<file path="src/sv/dlte_pkg.sv">
`timescale 1ns / 1ps
`default_nettype none

package dlte_pkg;

  // Fixed field widths
  localparam int RADIUS_W       = 16;
  localparam int K_W            = 8;
  localparam int IN_DATA_W      = 8;
  localparam int COORD_BITS_DEF = 9;

  // Stored coordinates never leave a disc of squared radius below 2^16
  localparam int MAG_W  = 8;
  // Odd magnitude |2k+1| and its candidate successor
  localparam int ODD_W  = 9;
  // Squared norms, including one step beyond the disc
  localparam int NORM_W = 17;

  // Which point of the current column is next
  typedef enum logic [2:0] {
    PH_AXIS_POS = 3'd0,  // (0, y)
    PH_AXIS_NEG = 3'd1,  // (0, -y)
    PH_PP       = 3'd2,  // (x, y)
    PH_NP       = 3'd3,  // (-x, y)
    PH_PN       = 3'd4,  // (x, -y)
    PH_NN       = 3'd5   // (-x, -y)
  } phase_e;

  // Walk position, always settled on a deliverable triplet unless finished or start
  typedef struct packed {
    logic [MAG_W-1:0]  row_y;
    logic [MAG_W-1:0]  col_x;
    phase_e            point_phase;
    logic [ODD_W-1:0]  odd_mag;       // |2k+1|
    logic [NORM_W-1:0] odd_sq;        // (2k+1)^2
    logic              k_descending;
    logic [NORM_W-1:0] cur_norm_sq;   // x^2 + y^2
    logic [NORM_W-1:0] row_sq;        // y^2
    logic              finished;
    logic              start;         // rewound, first point not yet chosen
  } walk_t;

  // One delivered triplet in sign/magnitude form
  typedef struct packed {
    logic              valid_res;
    logic [MAG_W-1:0]  col_x;
    logic [MAG_W-1:0]  row_y;
    logic              neg_p;
    logic              neg_q;
    logic [K_W-1:0]    k_index;
    logic              last;
  } emit_t;

endpackage

`default_nettype wire

</file>
<file path="src/sv/disc_lattice_triplet_enumerator.sv">
`timescale 1ns / 1ps
`default_nettype none

// Disc lattice triplet enumerator. Every input beat requests the next triplet
// (p, q, k) of a fixed walk over the lattice points of the disc
// p*p + q*q <= radius_sq: rows y = 0, 1, 2, ..., axis points first, then for
// x = 1, 2, ... the points (x,y), (-x,y), (x,-y), (-x,-y); row 0 gives each point
// once and the origin gives nothing. For each point k climbs from 0 while
// (2k+1)^2 fits under the norm, then falls from -1 under the same test.
// tlast flags the final triplet; once the walk is done every request answers
// with tuser = 0 and zero data until a beat with restart set rewinds it (the
// first request after reset starts from the beginning as well). Throughput is
// one triplet per clock unless the sink stalls, each shown in the cycle after
// its request: the walk position sits in one register and a single pass of add
// and compare logic picks the next position, feeding a one-deep output register
// that frees up as soon as the sink takes its beat. Write radius_sq only with no
// request in flight; a shrunk radius is applied at the write, skipping a point
// that falls outside. s_axis_tready drops while a configuration beat is offered.
module disc_lattice_triplet_enumerator #(
  parameter int COORD_BITS = dlte_pkg::COORD_BITS_DEF,
  localparam int OutDataW  = ((2 * COORD_BITS + dlte_pkg::K_W + 7) / 8) * 8
) (
  input  wire logic                           clk_i,
  input  wire logic                           rst_ni,
  // configuration write: radius_sq
  input  wire logic                           cfg_valid_i,
  output      logic                           cfg_ready_o,
  input  wire logic [dlte_pkg::RADIUS_W-1:0]  cfg_wdata_i,
  // request stream
  input  wire logic                           s_axis_tvalid_i,
  output      logic                           s_axis_tready_o,
  input  wire logic [dlte_pkg::IN_DATA_W-1:0] s_axis_tdata_i,   // [0] restart
  // triplet stream
  output      logic                           m_axis_tvalid_o,
  input  wire logic                           m_axis_tready_i,
  output      logic [OutDataW-1:0]            m_axis_tdata_o,   // p_coord, q_coord, k_index
  output      logic [0:0]                     m_axis_tuser_o,   // valid_res
  output      logic                           m_axis_tlast_o
);
  import dlte_pkg::*;

  // Reset position: all zero with the start mark (last struct member) set
  localparam walk_t WalkStart = walk_t'({{($bits(walk_t)-1){1'b0}}, 1'b1});

  walk_t                   walk_q, walk_d;
  walk_t                   adv;
  walk_t                   resettle;
  emit_t                   emit;
  logic [RADIUS_W-1:0]     radius_q, radius_d;
  logic                    in_fire;
  logic                    cfg_fire;
  logic                    restart;
  logic                    out_valid_q, out_valid_d;
  logic [OutDataW-1:0]     out_data_q;
  logic                    out_user_q;
  logic                    out_last_q;
  logic [COORD_BITS-1:0]   p_mag, q_mag;
  logic [COORD_BITS-1:0]   p_val, q_val;

  assign restart = s_axis_tdata_i[0];

  // Config beats are always taken; hold off requests while one is offered
  assign cfg_ready_o     = 1'b1;
  assign cfg_fire        = cfg_valid_i && cfg_ready_o;
  assign s_axis_tready_o = (!out_valid_q || m_axis_tready_i) && !cfg_valid_i;
  assign in_fire         = s_axis_tvalid_i && s_axis_tready_o;

  dlte_step #(
    .COORD_BITS (COORD_BITS)
  ) u_step (
    .cur_i        (walk_q),
    .restart_i    (restart),
    .radius_i     (radius_q),
    .cfg_radius_i (cfg_wdata_i),
    .adv_o        (adv),
    .emit_o       (emit),
    .resettle_o   (resettle)
  );

  // Advance the walk on a request, re-check it against a new radius on a write
  always_comb begin
    walk_d   = walk_q;
    radius_d = radius_q;
    if (cfg_fire) begin
      walk_d   = resettle;
      radius_d = cfg_wdata_i;
    end else if (in_fire) begin
      walk_d = adv;
    end
  end

  always_ff @(posedge clk_i or negedge rst_ni) begin
    if (!rst_ni) begin
      walk_q   <= WalkStart;
      radius_q <= '0;
    end else begin
      walk_q   <= walk_d;
      radius_q <= radius_d;
    end
  end

  // Turn sign/magnitude into two's complement coordinates
  assign p_mag = COORD_BITS'(emit.col_x);
  assign q_mag = COORD_BITS'(emit.row_y);
  assign p_val = emit.neg_p ? -p_mag : p_mag;
  assign q_val = emit.neg_q ? -q_mag : q_mag;

  // Output register: load on a request, drop valid once the sink takes the beat
  always_comb begin
    out_valid_d = out_valid_q;
    if (in_fire) begin
      out_valid_d = 1'b1;
    end else if (m_axis_tready_i) begin
      out_valid_d = 1'b0;
    end
  end

  always_ff @(posedge clk_i or negedge rst_ni) begin
    if (!rst_ni) begin
      out_valid_q <= 1'b0;
    end else begin
      out_valid_q <= out_valid_d;
    end
  end

  always_ff @(posedge clk_i) begin
    if (in_fire) begin
      out_data_q <= OutDataW'({emit.k_index, q_val, p_val});
      out_user_q <= emit.valid_res;
      out_last_q <= emit.last;
    end
  end

  assign m_axis_tvalid_o   = out_valid_q;
  assign m_axis_tdata_o    = out_data_q;
  assign m_axis_tuser_o[0] = out_user_q;
  assign m_axis_tlast_o    = out_last_q;

`ifndef SYNTHESIS
  // Every accepted request shows up at the output on the next clock
  a_req_to_beat: assert property (@(posedge clk_i) disable iff (!rst_ni)
    in_fire |=> m_axis_tvalid_o)
    else $error("request did not produce an output beat");

  // An exhausted walk answers with an empty beat unless rewound
  a_done_empty: assert property (@(posedge clk_i) disable iff (!rst_ni)
    in_fire && !restart && walk_q.finished && !walk_q.start |=> !m_axis_tuser_o[0])
    else $error("triplet delivered after the walk finished");

  // A settled position lies inside the disc
  a_in_disc: assert property (@(posedge clk_i) disable iff (!rst_ni)
    !walk_q.finished && !walk_q.start |-> walk_q.cur_norm_sq <= NORM_W'(radius_q))
    else $error("walk position outside the disc");

  // A settled k fits under the point's norm
  a_k_fits: assert property (@(posedge clk_i) disable iff (!rst_ni)
    !walk_q.finished && !walk_q.start |-> walk_q.odd_sq <= walk_q.cur_norm_sq)
    else $error("k out of range for the current point");

  // Requests are never taken in the same cycle as a config write
  a_cfg_excl: assert property (@(posedge clk_i) disable iff (!rst_ni)
    cfg_valid_i |-> !s_axis_tready_o)
    else $error("request accepted alongside a config write");
`endif

endmodule

`default_nettype wire

</file>
<file path="src/sv/dlte_step.sv">
`timescale 1ns / 1ps
`default_nettype none

module dlte_step #(
  parameter int COORD_BITS = dlte_pkg::COORD_BITS_DEF
) (
  input  wire dlte_pkg::walk_t              cur_i,
  input  wire logic                         restart_i,
  input  wire logic [dlte_pkg::RADIUS_W-1:0] radius_i,
  input  wire logic [dlte_pkg::RADIUS_W-1:0] cfg_radius_i,
  output dlte_pkg::walk_t                   adv_o,
  output dlte_pkg::emit_t                   emit_o,
  output dlte_pkg::walk_t                   resettle_o
);
  import dlte_pkg::*;

  localparam int CoordLimit = (1 << (COORD_BITS - 1)) - 1;
  localparam int CandTop    = (1 << (MAG_W + 1)) - 1;
  localparam logic [MAG_W:0] CandMax =
    (CoordLimit > CandTop) ? {(MAG_W+1){1'b1}} : (MAG_W+1)'(CoordLimit);

  walk_t             eff;
  walk_t             nxt;
  walk_t             rs;
  logic [ODD_W-1:0]  odd_next;
  logic [NORM_W-1:0] sq_next;
  logic [MAG_W:0]    col_cand;
  logic [NORM_W-1:0] col_norm;
  logic              col_ok;
  logic [MAG_W:0]    row_cand;
  logic [NORM_W-1:0] row_norm;
  logic              row_ok;
  logic [MAG_W:0]    rs_row_cand;
  logic [NORM_W-1:0] rs_row_norm;
  logic              move_col;
  phase_e            col_phase;
  logic [K_W-1:0]    k_half;

  // Effective position: a rewind lands on (1,0) when the disc holds it
  always_comb begin
    eff = cur_i;
    if (cur_i.start || restart_i) begin
      eff.row_y        = '0;
      eff.col_x        = MAG_W'(1);
      eff.point_phase  = PH_PN;
      eff.odd_mag      = ODD_W'(1);
      eff.odd_sq       = NORM_W'(1);
      eff.k_descending = 1'b0;
      eff.cur_norm_sq  = NORM_W'(1);
      eff.row_sq       = '0;
      eff.finished     = (radius_i == '0);
      eff.start        = 1'b0;
    end
  end

  assign odd_next = eff.odd_mag + ODD_W'(2);
  assign sq_next  = eff.odd_sq + NORM_W'({eff.odd_mag, 2'b00}) + NORM_W'(4);

  assign col_cand = {1'b0, eff.col_x} + (MAG_W+1)'(1);
  assign col_norm = eff.cur_norm_sq + NORM_W'({eff.col_x, 1'b1});
  assign col_ok   = (col_cand <= CandMax) && (col_norm <= NORM_W'(radius_i));

  assign row_cand = {1'b0, eff.row_y} + (MAG_W+1)'(1);
  assign row_norm = eff.row_sq + NORM_W'({eff.row_y, 1'b1});
  assign row_ok   = (row_cand <= CandMax) && (row_norm <= NORM_W'(radius_i));

  // Advance past the delivered triplet and settle on the next one
  always_comb begin
    nxt       = eff;
    move_col  = 1'b0;
    col_phase = PH_PP;
    if (!eff.finished) begin
      if (sq_next <= eff.cur_norm_sq) begin
        nxt.odd_mag = odd_next;
        nxt.odd_sq  = sq_next;
      end else if (!eff.k_descending) begin
        nxt.k_descending = 1'b1;
        nxt.odd_mag      = ODD_W'(1);
        nxt.odd_sq       = NORM_W'(1);
      end else begin
        nxt.k_descending = 1'b0;
        nxt.odd_mag      = ODD_W'(1);
        nxt.odd_sq       = NORM_W'(1);
        unique case (eff.point_phase)
          PH_AXIS_POS: begin
            if (eff.row_y != '0) begin
              nxt.point_phase = PH_AXIS_NEG;
            end else begin
              move_col  = 1'b1;
              col_phase = PH_PN;
            end
          end
          PH_AXIS_NEG: begin
            move_col  = 1'b1;
            col_phase = PH_PP;
          end
          PH_PP: nxt.point_phase = PH_NP;
          PH_NP: nxt.point_phase = PH_PN;
          PH_PN: nxt.point_phase = PH_NN;
          PH_NN: begin
            move_col  = 1'b1;
            col_phase = (eff.row_y != '0) ? PH_PP : PH_PN;
          end
          default: nxt.finished = 1'b1;
        endcase
        if (move_col) begin
          if (col_ok) begin
            nxt.col_x       = col_cand[MAG_W-1:0];
            nxt.cur_norm_sq = col_norm;
            nxt.point_phase = col_phase;
          end else begin
            nxt.row_y       = row_cand[MAG_W-1:0];
            nxt.col_x       = '0;
            nxt.point_phase = PH_AXIS_POS;
            nxt.cur_norm_sq = row_norm;
            nxt.row_sq      = row_norm;
            nxt.finished    = !row_ok;
          end
        end
      end
    end
  end

  assign adv_o = nxt;

  // Delivered triplet; descending k is -(half+1), i.e. the complement of half
  assign k_half = eff.odd_mag[ODD_W-1:1];

  always_comb begin
    emit_o = '0;
    if (!eff.finished) begin
      emit_o.valid_res = 1'b1;
      emit_o.col_x     = eff.col_x;
      emit_o.row_y     = eff.row_y;
      emit_o.neg_p     = (eff.point_phase == PH_NP) || (eff.point_phase == PH_NN);
      emit_o.neg_q     = (eff.point_phase == PH_AXIS_NEG) || (eff.point_phase == PH_PN) ||
                         (eff.point_phase == PH_NN);
      emit_o.k_index   = eff.k_descending ? ~k_half : k_half;
      emit_o.last      = nxt.finished;
    end
  end

  // New radius: a point now outside the disc moves on to the next row start, or ends the walk if on the axis
  assign rs_row_cand = {1'b0, cur_i.row_y} + (MAG_W+1)'(1);
  assign rs_row_norm = cur_i.row_sq + NORM_W'({cur_i.row_y, 1'b1});

  always_comb begin
    rs = cur_i;
    if (!cur_i.start && !cur_i.finished &&
        (cur_i.cur_norm_sq > NORM_W'(cfg_radius_i))) begin
      rs.k_descending = 1'b0;
      rs.odd_mag      = ODD_W'(1);
      rs.odd_sq       = NORM_W'(1);
      if (cur_i.col_x == '0) begin
        rs.finished = 1'b1;
      end else begin
        rs.row_y       = rs_row_cand[MAG_W-1:0];
        rs.col_x       = '0;
        rs.point_phase = PH_AXIS_POS;
        rs.cur_norm_sq = rs_row_norm;
        rs.row_sq      = rs_row_norm;
        rs.finished    = !((rs_row_cand <= CandMax) &&
                           (rs_row_norm <= NORM_W'(cfg_radius_i)));
      end
    end
  end

  assign resettle_o = rs;

endmodule

`default_nettype wire
</file>
<file path="config.mk">
export PLATFORM = sky130hd
export DESIGN_NAME = disc_lattice_triplet_enumerator
export DESIGN_NICKNAME = d
export VERILOG_FILES = /design/src/sv/dlte_pkg.sv /design/src/sv/disc_lattice_triplet_enumerator.sv /design/src/sv/dlte_step.sv
export SDC_FILE = /design/constraint.sdc
export NUM_CORES = 1
export LEC_CHECK = 0
export BUFFER_PORTS_ARGS = -buffer_cell sky130_fd_sc_hd__clkbuf_2
export CAP_MARGIN = 20
export CORE_MARGIN = 2
export CORE_UTILIZATION = 50
export CTS_CLUSTER_DIAMETER = 40
export DETAILED_ROUTE_END_ITERATION = 10
export PLACE_DENSITY = 0.67
export SYNTH_ARGS = -nofsm -noshare
export SYNTH_HDL_FRONTEND = slang
export SYNTH_SLANG_ARGS = --single-unit
</file>
<file path="constraint.sdc">
create_clock -name clk_i -period 17.33 [get_ports clk_i]
set_input_delay 2.5995 -clock clk_i [delete_from_list [all_inputs] [get_ports clk_i]]
set_output_delay 2.5995 -clock clk_i [all_outputs]
set_load 0.01 [all_outputs]
</file>
# Word level (Yosys, flattened, before mapping)

Cells that the tools add are included.

Logic and storage cells: 112
Input bits: 29
Bits in registers: 127

Reductions and logical operators: 30
Mux-type cells: 36
Bitwise operators: 2
Add/subtract/negate cells: 11
Magnitude comparators: 8
Equal/unequal tests: 7

Operators by type and width:

| kind                                                 | number |
|---|---|
| 2-to-1 mux 82 bit                                    | 3 |
| 2-to-1 mux 81 bit                                    | 2 |
| 2-to-1 mux 19 bit                                    | 4 |
| 2-to-1 mux 35 bit                                    | 2 |
| adder 17 x 9 -> 17 bit                               | 3 |
| <= comparator 17 x 16 -> 1 bit                       | 3 |
| 2-to-1 mux 36 bit                                    | 1 |
| 2-to-1 mux 34 bit                                    | 1 |
| 2-to-1 mux 8 bit                                     | 4 |
| 2-to-1 mux 28 bit                                    | 1 |
| adder 8 x 1 -> 9 bit (second input constant)         | 3 |
| <= comparator 9 x 8 -> 1 bit (second input constant) | 3 |
| 2-to-1 mux 26 bit                                    | 1 |
| 2-to-1 mux 18 bit                                    | 1 |
| negation 8 -> 9 bit                                  | 2 |
| adder 17 x 11 -> 17 bit                              | 1 |
| adder 17 x 3 -> 17 bit (second input constant)       | 1 |
| greater-than comparator 17 x 16 -> 1 bit             | 1 |
| <= comparator 17 bit                                 | 1 |
| 2-to-1 mux 17 bit                                    | 1 |
| zero test 16 bit                                     | 1 |
| one-hot mux 3 bit (4 select lines)                   | 1 |
| 2-to-1 mux 11 bit                                    | 1 |
| adder 9 x 2 -> 9 bit (second input constant)         | 1 |
| other kinds (21)                                     | 51 |

# Logic depth before layout (Yosys ltp)

Word-level depth: 15
Depth in mapped cells: 29
Gate-level depth less buffers: 23

# Cells and area by module

A second synthesis with hierarchy kept.

Cells, all modules: 1,568
Area total of the unflattened synthesis: 14,127.3 um^2

Modules (own cells, without submodules):

| module                          | times used | sequential area each (um^2) | area each (um^2) | cells an instance |
|---|---|---|---|---|
| dlte_step                       | 1          | 0.0                         | 7,897.6          | 1,180 |
| disc_lattice_triplet_enumerator | 1          | 3,319.4                     | 6,229.7          | 388 |

# Worst setup path before layout

OpenSTA, ideal clock, no wires.

Path kind: in2reg
Start: in s_axis_tdata_i[0] (netlist name)
End: reg walk_q[25] (netlist name)
Data required time: 17.204 ns
Path slack: 8.878 ns
Arrival time: 8.326 ns
Path buffers: 6
Stages: 28
Library setup time: 0.126 ns
Cell sequence: nor2_1 buf_2 clkbuf_1 clkbuf_1 buf_1 buf_1 and2_1 ha_1 ha_1 fa_1 a21o_1 a21oi_1 o21bai_1 a31o_2 a211oi_1 nor3_1 nand3_1 xor2_1 ha_1 nand4_1 nor3_1 or4_1 o211ai_2 nor2_1 buf_2 a21oi_1 a31oi_1 a221o_1

Cells in the longest elaborated chain, start to end: 14

Ends and longest elaborated chain:

| item                                                            | RTL line                              | source |
|---|---|---|
| start, declared                                                 | disc_lattice_triplet_enumerator.sv:32 | `input wire logic [dlte_pkg::IN_DATA_W-1:0] s_axis_tdata_i,` |
| logical OR 1 bit *                                              | dlte_step.sv:42                       | `if (cur_i.start \|\| restart_i) begin` |
| 2-to-1 mux 82 bit *                                             | dlte_step.sv:42                       |  |
| branches (longest 9 deep; another with adder 17 x 11 -> 17 bit) | n/a                                   |  |
| 2-to-1 mux 81 bit *                                             | dlte_step.sv:72                       | `if (!eff.finished) begin` |
| 2-to-1 mux 82 bit *                                             | disc_lattice_triplet_enumerator.sv:87 | `end else if (in_fire) begin` |
| 2-to-1 mux 82 bit *                                             | disc_lattice_triplet_enumerator.sv:84 | `if (cfg_fire) begin` |
| end signal, assigned                                            | disc_lattice_triplet_enumerator.sv:94 | `walk_q <= WalkStart;` |
| end signal, assigned                                            | disc_lattice_triplet_enumerator.sv:97 | `walk_q <= walk_d;` |
| end, declared                                                   | disc_lattice_triplet_enumerator.sv:45 | `walk_t walk_q, walk_d;` |

Mark *: on every way between the ends. The select of a mux whose other input is x is not followed.
A chain may end at the register's enable or synchronous reset.

# Worst setup path in the final report

Start: in s_axis_tdata_i[0] (netlist name)
End: reg walk_q[81] (netlist name)

Cells in the longest elaborated chain, start to end: 14

Ends and longest elaborated chain:

| item                                                            | RTL line |
|---|---|
| logical OR 1 bit *                                              | dlte_step.sv:42 |
| 2-to-1 mux 82 bit *                                             | dlte_step.sv:42 |
| branches (longest 9 deep; another with adder 17 x 11 -> 17 bit) | n/a |
| 2-to-1 mux 81 bit *                                             | dlte_step.sv:72 |
| 2-to-1 mux 82 bit *                                             | disc_lattice_triplet_enumerator.sv:87 |
| 2-to-1 mux 82 bit *                                             | disc_lattice_triplet_enumerator.sv:84 |

Marked as above.

==> flow_summary_export.csv <==
group,metric,value,unit
detailed_routing,drc_errors,0,
global_route,grt_pass1_vias,10330,
worst_setup_path,critPathRequiredTime,17.65,ns
synthesis,synth_edf_count,28,
floorplanning,num_rows,55,
sta,rsz0062_at_grt,"no",
detailed_routing,vias,11060,
clock_tree,clk_latency,0.43,ns
synthesis,synth_flop_cell,"dfrtp_1",
clock_tree,clock-root-buffer,"clkbuf_16",
run,max_cap_violations,0,
sta,hold_viol,0,
place,port_buffers,51,
synthesis,netlist_top_cells_area,"dfrtp_1 (21%), ha_1 (13%), edfxtp_1 (7.3%)",
global_route,grt_max_degree,61,
final_layout,nets,1563,
global_route,antenna_found_initial,2,
sta,finalCritPeriodShare,51.16,%
sta,maxSlewViolCount,0,
worst_setup_path,critPathLaunchType,"input pin",
detailed_routing,wl_met1,16.68,mm
clock_tree,post_cts_buffers,0,
floorplanning,die_x,155.6,microns
global_route,gr-total-overflow,0,
synthesis,synth_cells,1397,
clock_tree,ctsLongestPathBuffers,2,
clock_tree,ctsResizeCount,0,
synthesis,ys_ff_latch,127,
clock_tree,cts_made_buffers,17,
floorplanning,die_y,155.6,microns
worst_setup_path,path_class,"input pin to flop",
sta,timing.hold.ws,0.4677,ns
pwr,p_total,0.001099,W
synthesis,yosysWarnings,0,
sta,min_period,8.866,ns
pwr,p_leak,5.733,nW
place,place_congestion,0.9521,
synthesis,yosysTopAreaCell,"dfrtp_1",
synthesis,synth_common_cells,"nand2_1 (158), ha_1 (123), nor2_1 (116)",
sta,max_freq,0.1128,GHz
final_layout,regArea,0.003319,sq mm
detailed_routing,first_pass_iters,7,
sta,tightest_slew,1.074,ns
detailed_routing,drt-total-wl,37.44,mm
worst_setup_path,crit_fanout,54,
clock_tree,postCtsHoldBufs,0,
hold_path,holdPathStages,1,
clock_tree,cts_tree,"done",
detailed_routing,routed_via_density,6.480,
hold_path,holdCritPathClass,"flop to flop",
final_layout,drive_gt1_share,9.014,%
outcome,status,"completed",
clock_tree,cts.sinks,127,
detailed_routing,wl_per_cell,21.93,microns
detailed_routing,ant_nets,0,
sta,setup_slack,8.464,ns
global_route,grt_pass1_wl,58.64,mm
sta,tns,0,ns
synthesis,avgSynthCellArea,8.225,sq um
worst_setup_path,reg2reg_slack,10.41,ns
final_layout,final_util,55.28,%
clock_tree,path_clk_slew,0.06,ns
final_layout,n_fill_cell,2115,
worst_setup_path,worstPathArrival,9.18,ns
worst_setup_path,reg2regPathDepth,20,
worst_setup_path,cp-end-kind,"flop",
synthesis,yosysMostFrequentCell,"nand2_1",
sta,relSlewSlack,28.11,%
global_route,grt.total_usage,31.39,%
pwr,peakVddDrop,0.00005550,V
pwr,powerDensity,88.10,mW/mm^2
detailed_routing,wl_met3,3.303,mm
synthesis,synth.cell_area,0.01149,sq mm
detailed_routing,drt_iter0_markers,1449,
detailed_routing,top_layer,"met4",
floorplanning,ioPinCount,66,
synthesis,yosysSeqAreaShare,28.89,%
detailed_routing,wl_met2,16.42,mm
sta,setup_viol,0,
final_layout,multi_input_area,0.007502,sq mm
clock_tree,htree_levels,4,
place,dp_hpwl,27.31,mm
floorplanning,die_area,0.02421,sq mm
floorplanning,design.core.area,0.02257,sq mm
place,pre_cts_slack,8.161,ns
synthesis,synthArstFlopShare,77.95,%
sta,fin_skew,0.009373,ns
floorplanning,start_util,50.91,%
synthesis,yosysUniqueCellTypes,91,
synthesis,yosysTopAreaCellShare,21.34,%
final_layout,area_growth,8.591,%
[power by group]
part | internal, W | switching (W)
registers | 0.000334 | 0.0000464
clock network | 0.000217 | 0.000163
logic | 0.000123 | 0.000217
[layer usage]
layer / up-vias / track usage (%)
met1: 5260 / 44.28
met3: 85 / 5.361
met2: 575 / 49.07
met5: - / 0
li1: 5141 / -
met4: 0 / 10.35
[cells in the final DEF (no fill, tap or decap), types with 11 or more instances in the layout]
| cell type | count |
|---|---|
| a211oi_1 | 17 |
| a21o_1 | 21 |
| a21oi_1 | 71 |
| a22o_1 | 14 |
| a31oi_1 | 12 |
| and2_1 | 39 |
| buf_4 | 18 |
| clkbuf_16 | 17 |
| clkbuf_2 | 50 |
| dfrtp_1 | 98 |
| edfxtp_1 | 28 |
| ha_1 | 123 |
| inv_1 | 81 |
| mux2i_1 | 11 |
| nand2_1 | 158 |
| nand3_1 | 41 |
| nand4_1 | 25 |
| nor2_1 | 115 |
| nor3_1 | 36 |
| nor4_1 | 16 |
| o211ai_1 | 14 |
| o21ai_0 | 101 |
| o22ai_1 | 11 |
| o31ai_1 | 11 |
| xnor2_1 | 46 |
| xor2_1 | 33 |
[state kept, by name (all words and copies together) (netlist names)]
signal           cells
m_axis_tvalid_o      1
m_axis_tdata_o      26
m_axis_tuser_o       1
radius_q            16
walk_q              82
m_axis_tlast_o       1
[through the flow]
stage / std cells / area, sq um
4_1_cts: 1705 / 12470
3_3_place_gp: 1673 / 11880
6_report: 1707 / 12480
3_5_place_dp: 1673 / 11880
5_1_grt: 1705 / 12470
2_1_floorplan: 1402 / 11510
[area by class of cell]
class                   instances  share of cell area, %
flip-flops and latches        127                  26.60
repair buffers                 68                  3.088
multi-input cells            1110                  60.12
diodes                          2                0.04011
inverters                      83                  2.497
clock inverters                15                  1.384
well taps                     285                  2.858
clock buffers                  17                  3.409
[final timing paths]
check / startpoint / end
max: s_axis_tdata_i[0] / walk_q[81]
min: walk_q[54] / walk_q[54]
max reg2reg: walk_q[0] / walk_q[81]
min reg2reg: walk_q[54] / walk_q[54]
max in group asynchronous: rst_ni / walk_q[72]
min in group asynchronous: rst_ni / walk_q[5]
[logic make-up after synthesis]
kind of cell | count (synthesis) | share of synthesized area (%)
fa+ha+maj | 129 | 14.27
simple gates | 493 | 20.54
compound gates | 388 | 22.88
buf+inv | 165 | 6.087
flops | 127 | 28.89
xor+xnor | 79 | 6.021
mux | 14 | 1.252
other cells | 2 | 0.06536
[critical path, stage by stage]
cell,delay (ns)
clkbuf_2,0.17
nor2_4,0.62
buf_4,0.65
and2_1,0.25
inv_1,0.10
fa_1,0.41
a21boi_1,0.16
o22ai_1,0.35
nand4_1,0.25
a2111o_1,0.46
xor2_1,0.26
ha_1,0.30
a211oi_1,0.31
nand2_1,0.09
a21oi_1,0.13
a211oi_1,0.12
a311o_1,0.40
or2_1,0.64
a31oi_1,0.53
nor3b_1,0.10
a31o_2,0.22
Power figures use the tool's default switching activity.
